[config.mk]
export PLATFORM = sky130hd
export DESIGN_NAME = self_organizing_list
export DESIGN_NICKNAME = d
export VERILOG_FILES = /design/src/rtl/sol_pkg.sv /design/src/rtl/self_organizing_list.sv /design/src/rtl/sol_cell.sv
export SDC_FILE = /design/constraint.sdc
export NUM_CORES = 2
export LEC_CHECK = 0
export ABC_CLOCK_PERIOD_IN_PS = 6900
export BUFFER_PORTS_ARGS = -buffer_cell sky130_fd_sc_hd__buf_2
export CAP_MARGIN = 30
export CORE_MARGIN = 10
export CORE_UTILIZATION = 55
export DETAILED_ROUTE_END_ITERATION = 6
export GPL_TIMING_DRIVEN = 0
export PLACE_DENSITY = 0.73
export SETUP_SLACK_MARGIN = 0.4
export SLEW_MARGIN = 20
export SYNTH_ARGS = -nofsm -noshare
export SYNTH_HDL_FRONTEND = slang
export SYNTH_SLANG_ARGS = --single-unit
[constraint.sdc]
create_clock -name clk -period 6.9 [get_ports clk]
set_clock_uncertainty 0.05 [all_clocks]
set_input_delay 0.345 -clock clk [delete_from_list [all_inputs] [get_ports clk]]
set_output_delay 0.345 -clock clk [all_outputs]
set_load 0.02 [all_outputs]
[src/rtl/sol_pkg.sv]
// shared types and constants for the self-organizing list
// no dependencies
`timescale 1ns / 1ps

package sol_pkg;

  localparam int ENTRIES     = 16;
  localparam int KEY_WIDTH   = 32;
  localparam int COUNT_WIDTH = 16;
  localparam int IDX_W       = $clog2(ENTRIES);
  localparam int LEN_W       = $clog2(ENTRIES + 1);
  localparam int POS_W       = 4;
  localparam int STATUS_W    = 2;
  localparam int POLICY_W    = 2;
  localparam int S_DATA_W    = 32;
  localparam int M_DATA_W    = 16;

  localparam logic [STATUS_W-1:0] STAT_OK   = 2'd0;
  localparam logic [STATUS_W-1:0] STAT_MISS = 2'd1;
  localparam logic [STATUS_W-1:0] STAT_FULL = 2'd2;

  localparam logic [POLICY_W-1:0] POL_TRANSPOSE = 2'd0;
  localparam logic [POLICY_W-1:0] POL_FRONT     = 2'd1;
  localparam logic [POLICY_W-1:0] POL_COUNT     = 2'd2;
  localparam logic [POLICY_W-1:0] POL_RESET     = POL_FRONT;

  localparam logic CMD_APPEND = 1'b0;
  localparam logic CMD_ACCESS = 1'b1;

  typedef enum logic {
    ST_IDLE,
    ST_MOVE
  } state_t;

  typedef struct packed {
    logic shift;
    logic load;
  } cell_ctl_t;

endpackage

[src/rtl/self_organizing_list.sv]
// top level of the self-organizing list: control, cell chain, output register
// depends on sol_pkg and sol_cell
`timescale 1ns / 1ps

// Self-organizing list of up to 16 keys. Append beats (tuser 0) add a key at the
// tail; access beats (tuser 1) find the first equal key from the head and reorder
// it by the policy register (0 transpose, 1 move to front, 2 frequency count,
// 3 no move, reset 1). In the accept cycle every cell compares its key against
// the input and the first hit is registered; in the move state the chain of
// cells shifts by one place and the moved entry is loaded at its new place,
// and one result beat is written to the output register. The next item is
// taken while a result still waits, but the move state stalls until the output
// register is free. Policy writes are taken at any time.

module self_organizing_list (
  input  logic                            clk,
  input  logic                            rst,
  input  logic                            s_tvalid,
  output logic                            s_tready,
  input  logic [sol_pkg::S_DATA_W-1:0]    s_tdata,   // key[31:0]
  input  logic                            s_tuser,   // cmd
  output logic                            m_tvalid,
  input  logic                            m_tready,
  output logic [sol_pkg::M_DATA_W-1:0]    m_tdata,   // status[1:0], old_position[5:2],
                                                     // new_position[9:6], zeros above
  input  logic                            cfg_valid,
  output logic                            cfg_ready,
  input  logic [sol_pkg::POLICY_W-1:0]    cfg_data
);
  import sol_pkg::*;

  state_t state, state_next;

  logic [POLICY_W-1:0]    policy;
  logic [LEN_W-1:0]       length;
  logic                   cmd_q;
  logic [KEY_WIDTH-1:0]   key_q;
  logic                   hit_q;
  logic [IDX_W-1:0]       pos_q;
  logic [COUNT_WIDTH-1:0] cnt_q;

  logic                   out_valid;
  logic [STATUS_W-1:0]    out_status;
  logic [POS_W-1:0]       out_old;
  logic [POS_W-1:0]       out_new;

  logic                   accept;
  logic                   slot_free;
  logic                   move_fire;

  logic [KEY_WIDTH-1:0]   cell_key   [ENTRIES];
  logic [COUNT_WIDTH-1:0] cell_count [ENTRIES];
  logic [KEY_WIDTH-1:0]   prev_key   [ENTRIES];
  logic [COUNT_WIDTH-1:0] prev_count [ENTRIES];
  logic [ENTRIES-1:0]     match;
  logic [ENTRIES-1:0]     below;
  cell_ctl_t              ctl [ENTRIES];

  logic                   hit_found;
  logic [IDX_W-1:0]       pos_found;
  logic [COUNT_WIDTH-1:0] cnt_inc;
  logic [IDX_W-1:0]       q_pos;
  logic [IDX_W-1:0]       dst;
  logic                   do_move;
  logic                   do_load;
  logic [KEY_WIDTH-1:0]   load_key;
  logic [COUNT_WIDTH-1:0] load_count;
  logic [STATUS_W-1:0]    res_status;
  logic [IDX_W-1:0]       res_old;
  logic [IDX_W-1:0]       res_new;
  logic                   append_ok;

  assign cfg_ready = 1'b1;
  assign accept    = s_tvalid && s_tready;
  assign slot_free = !out_valid || m_tready;

  // fsm
  always_comb begin
    state_next = state;
    case (state)
      ST_IDLE: begin
        if (s_tvalid) state_next = ST_MOVE;
      end
      ST_MOVE: begin
        if (slot_free) state_next = ST_IDLE;
      end
      default: state_next = ST_IDLE;
    endcase
  end

  always_comb begin
    s_tready  = 1'b0;
    move_fire = 1'b0;
    case (state)
      ST_IDLE: s_tready  = 1'b1;
      ST_MOVE: move_fire = slot_free;
      default: begin
        s_tready  = 1'b0;
        move_fire = 1'b0;
      end
    endcase
  end

  always_ff @(posedge clk) begin
    if (rst) begin
      state <= ST_IDLE;
    end else begin
      state <= state_next;
    end
  end

  always_ff @(posedge clk) begin
    if (rst) begin
      policy <= POL_RESET;
    end else if (cfg_valid && cfg_ready) begin
      policy <= cfg_data;
    end
  end

  // cell chain
  genvar gi;
  generate
    for (gi = 0; gi < ENTRIES; gi++) begin : g_cell
      if (gi == 0) begin : g_head
        assign prev_key[gi]   = '0;
        assign prev_count[gi] = '0;
      end else begin : g_body
        assign prev_key[gi]   = cell_key[gi-1];
        assign prev_count[gi] = cell_count[gi-1];
      end

      sol_cell u_cell (
        .clk        (clk),
        .rst        (rst),
        .ctl        (ctl[gi]),
        .prev_key   (prev_key[gi]),
        .prev_count (prev_count[gi]),
        .load_key   (load_key),
        .load_count (load_count),
        .probe_key  (s_tdata[KEY_WIDTH-1:0]),
        .ref_count  (cnt_inc),
        .key        (cell_key[gi]),
        .count      (cell_count[gi]),
        .match      (match[gi]),
        .below      (below[gi])
      );
    end
  endgenerate

  // first hit from the head among valid entries
  always_comb begin
    hit_found = 1'b0;
    pos_found = '0;
    for (int i = ENTRIES - 1; i >= 0; i--) begin
      if (match[i] && (LEN_W'(i) < length)) begin
        hit_found = 1'b1;
        pos_found = IDX_W'(i);
      end
    end
  end

  always_ff @(posedge clk) begin
    if (accept) begin
      cmd_q <= s_tuser;
      key_q <= s_tdata[KEY_WIDTH-1:0];
      hit_q <= hit_found;
      pos_q <= pos_found;
      cnt_q <= cell_count[pos_found];
    end
  end

  assign cnt_inc = (cnt_q == '1) ? cnt_q : cnt_q + 1'b1;

  // count mode target: just past the last entry above the hit not below the new count
  always_comb begin
    q_pos = '0;
    for (int i = 0; i < ENTRIES; i++) begin
      if ((IDX_W'(i) < pos_q) && !below[i]) begin
        q_pos = IDX_W'(i + 1);
      end
    end
  end

  assign append_ok = (length < LEN_W'(ENTRIES));

  always_comb begin
    dst        = pos_q;
    do_move    = 1'b0;
    do_load    = 1'b0;
    load_key   = key_q;
    load_count = cnt_q;
    res_status = STAT_OK;
    res_old    = '0;
    res_new    = '0;
    if (cmd_q == CMD_APPEND) begin
      load_count = '0;
      if (append_ok) begin
        dst     = length[IDX_W-1:0];
        do_load = 1'b1;
        res_old = length[IDX_W-1:0];
        res_new = length[IDX_W-1:0];
      end else begin
        res_status = STAT_FULL;
      end
    end else if (!hit_q) begin
      res_status = STAT_MISS;
    end else begin
      res_old = pos_q;
      case (policy)
        POL_TRANSPOSE: begin
          dst     = (pos_q != '0) ? pos_q - 1'b1 : pos_q;
          do_move = 1'b1;
          do_load = 1'b1;
        end
        POL_FRONT: begin
          dst     = '0;
          do_move = 1'b1;
          do_load = 1'b1;
        end
        POL_COUNT: begin
          dst        = q_pos;
          load_count = cnt_inc;
          do_move    = 1'b1;
          do_load    = 1'b1;
        end
        default: begin
          dst = pos_q;
        end
      endcase
      res_new = dst;
    end
  end

  always_comb begin
    for (int i = 0; i < ENTRIES; i++) begin
      ctl[i].shift = move_fire && do_move && (IDX_W'(i) > dst) && (IDX_W'(i) <= pos_q);
      ctl[i].load  = move_fire && do_load && (IDX_W'(i) == dst);
    end
  end

  always_ff @(posedge clk) begin
    if (rst) begin
      length <= '0;
    end else if (move_fire && (cmd_q == CMD_APPEND) && append_ok) begin
      length <= length + 1'b1;
    end
  end

  // output register
  always_ff @(posedge clk) begin
    if (rst) begin
      out_valid <= 1'b0;
    end else if (move_fire) begin
      out_valid <= 1'b1;
    end else if (m_tready) begin
      out_valid <= 1'b0;
    end
  end

  always_ff @(posedge clk) begin
    if (move_fire) begin
      out_status <= res_status;
      out_old    <= POS_W'(res_old);
      out_new    <= POS_W'(res_new);
    end
  end

  assign m_tvalid = out_valid;
  assign m_tdata  = {{(M_DATA_W - STATUS_W - 2 * POS_W){1'b0}}, out_new, out_old, out_status};

endmodule

[src/rtl/sol_cell.sv]
// one list entry: key and access count, shifts from its upper neighbor or loads
// depends on sol_pkg
`timescale 1ns / 1ps

module sol_cell (
  input  logic                          clk,
  input  logic                          rst,
  input  sol_pkg::cell_ctl_t            ctl,
  input  logic [sol_pkg::KEY_WIDTH-1:0]   prev_key,
  input  logic [sol_pkg::COUNT_WIDTH-1:0] prev_count,
  input  logic [sol_pkg::KEY_WIDTH-1:0]   load_key,
  input  logic [sol_pkg::COUNT_WIDTH-1:0] load_count,
  input  logic [sol_pkg::KEY_WIDTH-1:0]   probe_key,
  input  logic [sol_pkg::COUNT_WIDTH-1:0] ref_count,
  output logic [sol_pkg::KEY_WIDTH-1:0]   key,
  output logic [sol_pkg::COUNT_WIDTH-1:0] count,
  output logic                          match,
  output logic                          below
);
  import sol_pkg::*;

  always_ff @(posedge clk) begin
    if (ctl.load) begin
      key <= load_key;
    end else if (ctl.shift) begin
      key <= prev_key;
    end
  end

  always_ff @(posedge clk) begin
    if (rst) begin
      count <= '0;
    end else if (ctl.load) begin
      count <= load_count;
    end else if (ctl.shift) begin
      count <= prev_count;
    end
  end

  assign match = (key == probe_key);
  assign below = (count < ref_count);

endmodule

After elaboration in Yosys (flattened, before gate mapping)
Cells that the tools add are included.
{"block": "word_totals", "regBits": 841, "in_bits": 40}
{"block": "op_classes", "add_sub_neg": 3, "order_cmp": 82, "n_eq_ne": 34, "mux": 129, "bitwise": 3, "reduce_logical": 125}
{"op": "two-way mux 32 bit", "count": 32}
{"op": "two-way mux 16 bit", "count": 38}
{"op": "== test 32 bit", "count": 16}
{"op": "< comparator 16 bit", "count": 16}
{"op": "two-way mux 4 bit", "count": 40}
{"op": "logical AND 1 bit", "count": 85}
{"op": "binary-select mux 16 bit (select 4 bit)", "count": 1}
{"op": "< comparator 4 x 5 -> 1 bit, first input constant", "count": 8}
{"op": "nonzero test 2 bit", "count": 17}
{"op": "== test 4 bit, first input constant", "count": 8}
{"op": "> comparator 4 bit, first input constant", "count": 8}
{"op": "<= comparator 4 bit, first input constant", "count": 8}
{"op": "< comparator 4 bit, first input constant", "count": 8}
{"op": "< comparator 3 x 5 -> 1 bit, first input constant", "count": 4}
{"op": "zero test 1 bit", "count": 17}
{"op": "adder 16 x 1 -> 16 bit, second input constant", "count": 1}
{"op": "== test 16 bit, second input constant", "count": 1}
{"op": "== test 3 x 4 -> 1 bit, first input constant", "count": 4}
{"op": "> comparator 3 x 4 -> 1 bit, first input constant", "count": 4}
{"op": "<= comparator 3 x 4 -> 1 bit, first input constant", "count": 4}
{"op": "< comparator 3 x 4 -> 1 bit, first input constant", "count": 4}
{"op": "OR reduction 15 bit", "count": 1}
{"op": "two-way mux 1 bit", "count": 14}
{"op": "case mux 4 bit (3 select lines)", "count": 1}
{"op": "other kinds (25)", "count": 36}

Depth between registers and ports, before layout
{"block": "logic_depth", "depth_word": 29, "depth_mapped": 25, "depth_no_buf": 21}

Modules after synthesis
A second synthesis with hierarchy kept.
{"block": "unflattened", "cells_unflattened": 4910, "area_unflattened_um2": 52004.9}
{"module": "sol_cell (g_cell[0].u_cell ...)", "n_inst": 10, "cells_per_inst": 251, "area_each_um2": 2792.7, "seq_area_each_um2": 1281.2}
{"module": "sol_cell (g_cell[4].u_cell ...)", "n_inst": 6, "cells_per_inst": 251, "area_each_um2": 2824.0, "seq_area_each_um2": 1281.2}
{"module": "self_organizing_list", "n_inst": 1, "cells_per_inst": 894, "area_each_um2": 7134.3, "seq_area_each_um2": 2102.0}

Least setup slack after synthesis
OpenSTA, ideal clock, no wires.
{"block": "synth_path", "path_type": "reg2reg", "start": "reg cnt_q[0]", "end": "reg g_cell[1].u_cell.key[0] (netlist bit) (enable)", "setup_time_ns": 0.389, "arrival_time_ns": 6.531, "t_required_ns": 6.461, "setup_slack_ns": -0.070, "stages_incl_launch_ff": 25, "synth_period_minus_slack_ns": 6.970, "path_cell_list": "edfxtp_1 ha_1 and2_1 nand3_2 buf_6 nor2_1 nor2_1 and3_1 xnor2_1 ha_1 a21o_1 a221o_1 a21o_1 a2111oi_0 nand4_1 o211ai_1 nand2b_1 o211a_1 or3_1 buf_6 nor3_4 nand2_1 buf_2 clkbuf_1 nand2_1"}
{"block": "synth_between", "elab_chain_len": 28, "word_cells_on_any_way": 76, "cone_classes": "add/sub (1); order compare (17); eq/ne (2); mux (20); reduce/logical (36)"}
{"element": "start: declaration", "line": "self_organizing_list.sv:40", "text": "logic [COUNT_WIDTH-1:0] cnt_q;"}
{"element": "start signal: assignment", "line": "self_organizing_list.sv:168", "text": "cnt_q <= cell_count[pos_found];"}
{"element": "adder 16 x 1 -> 16 bit / == test 16 bit (equally long branches)", "line": "self_organizing_list.sv:172", "text": "assign cnt_inc = (cnt_q == '1) ? cnt_q : cnt_q + 1'b1;"}
{"element": "two-way mux 16 bit (*)", "line": "self_organizing_list.sv:172"}
{"element": "< comparator 16 bit", "line": "sol_cell.sv:41", "text": "assign below = (count < ref_count);"}
{"element": "zero test 1 bit", "line": "self_organizing_list.sv:178", "text": "if ((IDX_W'(i) < pos_q) && !below[i]) begin"}
{"element": "logical AND 1 bit", "line": "self_organizing_list.sv:178"}
{"element": "two-way mux 1 bit", "line": "self_organizing_list.sv:178"}
{"element": "two-way mux 4 bit (14 in series)", "line": "self_organizing_list.sv:178"}
{"element": "two-way mux 4 bit (*)", "line": "self_organizing_list.sv:178"}
{"element": "case mux 4 bit (3 select lines) (*)", "line": "self_organizing_list.sv:209", "text": "case (policy)"}
{"element": "two-way mux 4 bit (*)", "line": "self_organizing_list.sv:205", "text": "end else if (!hit_q) begin"}
{"element": "two-way mux 4 bit (*)", "line": "self_organizing_list.sv:195", "text": "if (cmd_q == CMD_APPEND) begin"}
{"element": "> comparator 1 x 4 -> 1 bit", "line": "self_organizing_list.sv:236", "text": "ctl[i].shift = move_fire && do_move && (IDX_W'(i) > dst) && (IDX_W'(i) <= pos_q);"}
{"element": "logical AND 1 bit (2 in series)", "line": "self_organizing_list.sv:236"}
{"element": "nonzero test 2 bit (no source line) (*)"}
{"element": "end signal: assignment", "line": "sol_cell.sv:24", "text": "key <= load_key;"}
{"element": "end signal: assignment", "line": "sol_cell.sv:26", "text": "key <= prev_key;"}
{"element": "end: declaration", "line": "sol_cell.sv:15", "text": "output logic [sol_pkg::KEY_WIDTH-1:0] key,"}
Mark *: on every way between the ends. The rest lies on a longest branch, timed or not.
A chain may end at the register's enable or synchronous reset.

Worst setup path in the final report
{"block": "layout_path", "start": "in s_tdata[3] (netlist bit)", "end": "reg cnt_q[13] (data pin)"}
{"block": "layout_between", "elab_chain_len": 22, "word_cells_on_any_way": 52, "cone_classes": "eq/ne (16); mux (19); bitwise (1); reduce/logical (16)"}
{"element": "start: declaration", "line": "self_organizing_list.sv:20", "text": "input logic [sol_pkg::S_DATA_W-1:0] s_tdata,"}
{"element": "== test 32 bit", "line": "sol_cell.sv:40", "text": "assign match = (key == probe_key);"}
{"element": "logical AND 1 bit", "line": "self_organizing_list.sv:155", "text": "if (match[i] && (LEN_W'(i) < length)) begin"}
{"element": "two-way mux 4 bit (15 in series)", "line": "self_organizing_list.sv:155"}
{"element": "two-way mux 4 bit (*)", "line": "self_organizing_list.sv:155"}
{"element": "NOT 4 -> 5 bit (implied by the code) (*)", "line": "self_organizing_list.sv:168"}
{"element": "binary-select mux 16 bit (select 4 bit) (*)", "line": "self_organizing_list.sv:168"}
{"element": "two-way mux 16 bit (implied by the code) (*) (2 in series)", "line": "self_organizing_list.sv:168"}
Mark *: on every way between the ends. The rest lies on a longest branch, timed or not. The select of a mux whose other input is x is not followed.

==> impl_metrics.json <==
{
  "dpl-instance-area_sq_um": 52900,
  "r2r_cells": 21,
  "crit_fanout": 11,
  "numCtsBuffers": 93,
  "cts-root-buf": "clkbuf_16",
  "worstHoldStart": "rst",
  "synth_area_sq_um": 50200,
  "detail_route.wirelength_um": 229000,
  "antenna_found_initial": 5,
  "ys_types": 104,
  "crit_type": "in -> reg",
  "cts_tree": "yes",
  "ys_warn_count": 0,
  "startpoint_type": "input port",
  "vias": 43200,
  "grt_pass1_wl_um": 316000,
  "fp.dieW_um": 322,
  "syn-instance-count": 4769,
  "ys.flop_type": "edfxtp_1",
  "rows": 110,
  "crit_required_ns": 7.28,
  "worstSetupStartpoint": "s_tdata[3]",
  "whs_path_depth": 3,
  "pin_count": 59,
  "ant_nets": 0,
  "place_hpwl_um": 174000,
  "clk_latency_ns": 0.73,
  "grt_max_degree": 42,
  "drc_errors": 0,
  "core-area_sq_um": 90300,
  "internal-power_mw": 8.85,
  "maxCapViolations": 0,
  "yosysSeqAreaShare_pct": 45.0,
  "vias_per_cell": 6.79,
  "htreeDepth": 3,
  "hold_path.class": "in -> reg",
  "slew_viol_final": 0,
  "max-vdd-ir-drop_mv": 0.188,
  "wl_per_cell_um": 35.9,
  "fin_crit_sh_pct": 97.3,
  "die_h_um": 322,
  "die-area_sq_um": 104000,
  "finalSetupViolCount": 0,
  "powerDensity_nw_per_um2": 208,
  "ys_ff_latch": 841,
  "synth_enable_flop_cells": 576,
  "fill_cells": 7303,
  "end_kind": "flip-flop",
  "fin_crit_ns": 6.71,
  "r2r_start": "cnt_q[15]$_DFFE_PP_",
  "hold_viol_final": 0,
  "power_switching_mw": 3.30,
  "drtIter0Drc": 6189,
  "leakage_nw": 21.5,
  "start_util_pct": 55.6,
  "comb_power_share_pct": 10.7,
  "clock_sinks": 841,
  "final_nets": 5336,
  "status": "complete, no violations",
  "multiInputGateArea_sq_um": 26800,
  "clkTransAtPathRegs_ns": 0.06,
  "whs_ns": 0.161,
  "clockBufferDepth": 3,
  "switching_share_pct": 27.1,
  "rsz0062_at_grt": "yes",
  "gp_congestion": 1.08,
  "grt_usage_pct": 43.1,
  "grt_overflow_total": 0,
  "area_delta_synth_final_pct": 16.4,
  "synthArstFlopShare_pct": 0,
  "clkPwrFrac_pct": 43.8,
  "dr.pass1.iters": 6,
  "seqPwrFrac_pct": 45.5,
  "io_buffers": 51,
  "final_area_sq_um": 58400,
  "clock.fmax_mhz": 149,
  "setup_tns_ns": 0,
  "worst_ep_arrival_time_ns": 7.09,
  "grt_pass1_vias": 41300,
  "seq_area_sq_um": 22600,
  "syn_avg_cell_area_sq_um": 10.5,
  "slew-limit-headroom_pct": 28.0,
  "drive_above_1_share_pct": 19.6,
  "tightest_slew_ns": 1.08
}
per-stage QoR:
stage | total power [mW] | utilization, % | cells | setup slack [ns]
2_1_floorplan | 6.19 | - | 4774 | 0.437
3_3_place_gp | 6.69 | 57.6 | 6001 | -4.98
3_5_place_dp | 6.75 | 58.6 | 6052 | -2.65
4_1_cts | 12.0 | 64.1 | 6336 | 0.236
5_1_grt | 12.3 | 64.7 | 6365 | 0.282
6_report | 12.2 | 64.7 | 6370 | 0.189
layout make-up:
type / instances / share of cell area (%)
Clock inverter: 50 / 1.08
Timing Repair Buffer: 237 / 4.10
Inverter: 38 / 0.276
Sequential cell: 841 / 38.7
Buffer: 352 / 3.13
Tap cell: 1176 / 2.52
Multi-Input combinational cell: 3544 / 45.8
Timing Repair inverter: 3 / 0.0385
Clock buffer: 124 / 4.35
Antenna cell: 5 / 0.0214
registers in the layout, indices dropped and copies added, names as in the netlist, 4 cells and up:
signal / flops
cnt_q: 16
g_cell.u_cell.count: 256
g_cell.u_cell.key: 512
key_q: 32
length: 5
out_new: 4
out_old: 4
pos_q: 4
metal layers:
metal  vias to the layer above  share of wire (%)  wire [um]  track usage, %
met3                       938                 10      23600            10.9
met2                      3086                 44     101000            66.8
met4                         2                 11      25100            37.1
met5                         -             0.0061         14               0
met1                     21000                 35      79300            49.6
li1                      18200                  -          -               -
kinds of logic (layout without fill, tap and decap cells):
logic type,after synthesis,count (layout),share of synthesized area [%]
mux,638,638,13.5
fa+ha+maj,195,195,4.82
xor+xnor,549,549,9.58
flops,841,841,45.0
simple gates,1446,1447,13.4
other cells,2,12,0.0150
buf+inv,390,804,3.28
compound gates,708,708,10.3
power by group through the flow:
stage          clock network (mW)  registers, mW  logic [mW]
2_1_floorplan                   0           5.59       0.601
4_1_cts                      5.27           5.52        1.20
5_1_grt                      5.47           5.53        1.32
3_3_place_gp                    0           5.63        1.06
6_report                     5.33           5.53        1.30
3_5_place_dp                    0           5.63        1.12
cells in the mapped netlist (10+ instances only):
cell,count,share of area (%)
nand2_1,652,4.9
edfxtp_1,576,34
xnor2_1,339,5.9
mux2_2,321,7.2
mux2i_1,316,6.3
dfxtp_1,265,11
nor2_1,260,1.9
clkbuf_1,225,1.7
xor2_1,210,3.7
ha_1,186,4.6
a21oi_1,175,1.7
a211oi_1,117,1.7
nand4_1,109,1.4
nand3_1,85,0.85
o21ai_0,82,0.82
a22oi_1,69,1.0
buf_2,65,0.65
and3_1,63,0.79
nor4_1,63,0.79
nor3_1,62,0.62
o221a_2,43,0.96
nor2b_1,42,0.52
buf_1,39,0.29
inv_1,35,0.26
a21o_1,28,0.42
o211ai_1,22,0.33
a311oi_1,21,0.37
and2_1,21,0.26
a221o_1,19,0.38
buf_4,19,0.28
nand2b_1,17,0.21
a31oi_1,12,0.15
or3_1,12,0.15
a2111oi_0,10,0.17
cell usage in the layout (no fill, tap or decap), types with 112 or more instances in the layout:
| master | netlist | routed |
|---|---|---|
| a21oi_1 | 175 | 170 |
| dfxtp_1 | 265 | 265 |
| mux2i_1 | 316 | 314 |
| ha_1 | 186 | 185 |
| buf_4 | 19 | 112 |
| a211oi_1 | 117 | 115 |
| nor2_1 | 260 | 249 |
| edfxtp_1 | 576 | 576 |
| xnor2_1 | 339 | 334 |
| nand2_1 | 652 | 632 |
| mux2_2 | 321 | 320 |
| clkbuf_1 | 225 | 190 |
| xor2_1 | 210 | 209 |
path summary, 6_finish.rpt:
| kind | endpoint | slack, ns |
|---|---|---|
| worst max register to register | g_cell[5].u_cell.key[29]$_DFFE_PP_ | 0.25 |
| worst min register to register | g_cell[15].u_cell.count[2]$_SDFFE_PP0P_ | 0.44 |
| worst max-delay path | cnt_q[13]$_DFFE_PP_ | 0.19 |
| worst min-delay path | g_cell[3].u_cell.count[4]$_SDFFE_PP0P_ | 0.16 |
timing repair:
item                                    in CTS  in global routing
hold endpoints to repair                    37                  0
pin swaps                                   23                 15
setup buffers                               65                 24
cloned                                       5                  1
gates resized for setup                    169                153
hold buffers                                40                  0
endpoints found under the setup margin    1296               1189
worst max-delay path: stages:
cell      delay (ns)
buf_2           0.09
clkbuf_1        0.64
clkbuf_1        0.45
buf_6           0.26
xnor2_1         0.14
nand4_1         0.16
nor4_1          0.50
nand4_1         0.28
o21ai_0         0.28
a21oi_1         0.09
o21ai_0         0.69
a211oi_1        0.28
o22ai_4         0.51
clkbuf_2        0.53
clkbuf_2        0.51
mux2i_1         0.30
mux2i_1         0.17
a22oi_1         0.64
o21ai_0         0.21
(Power assumes the default switching activity.)
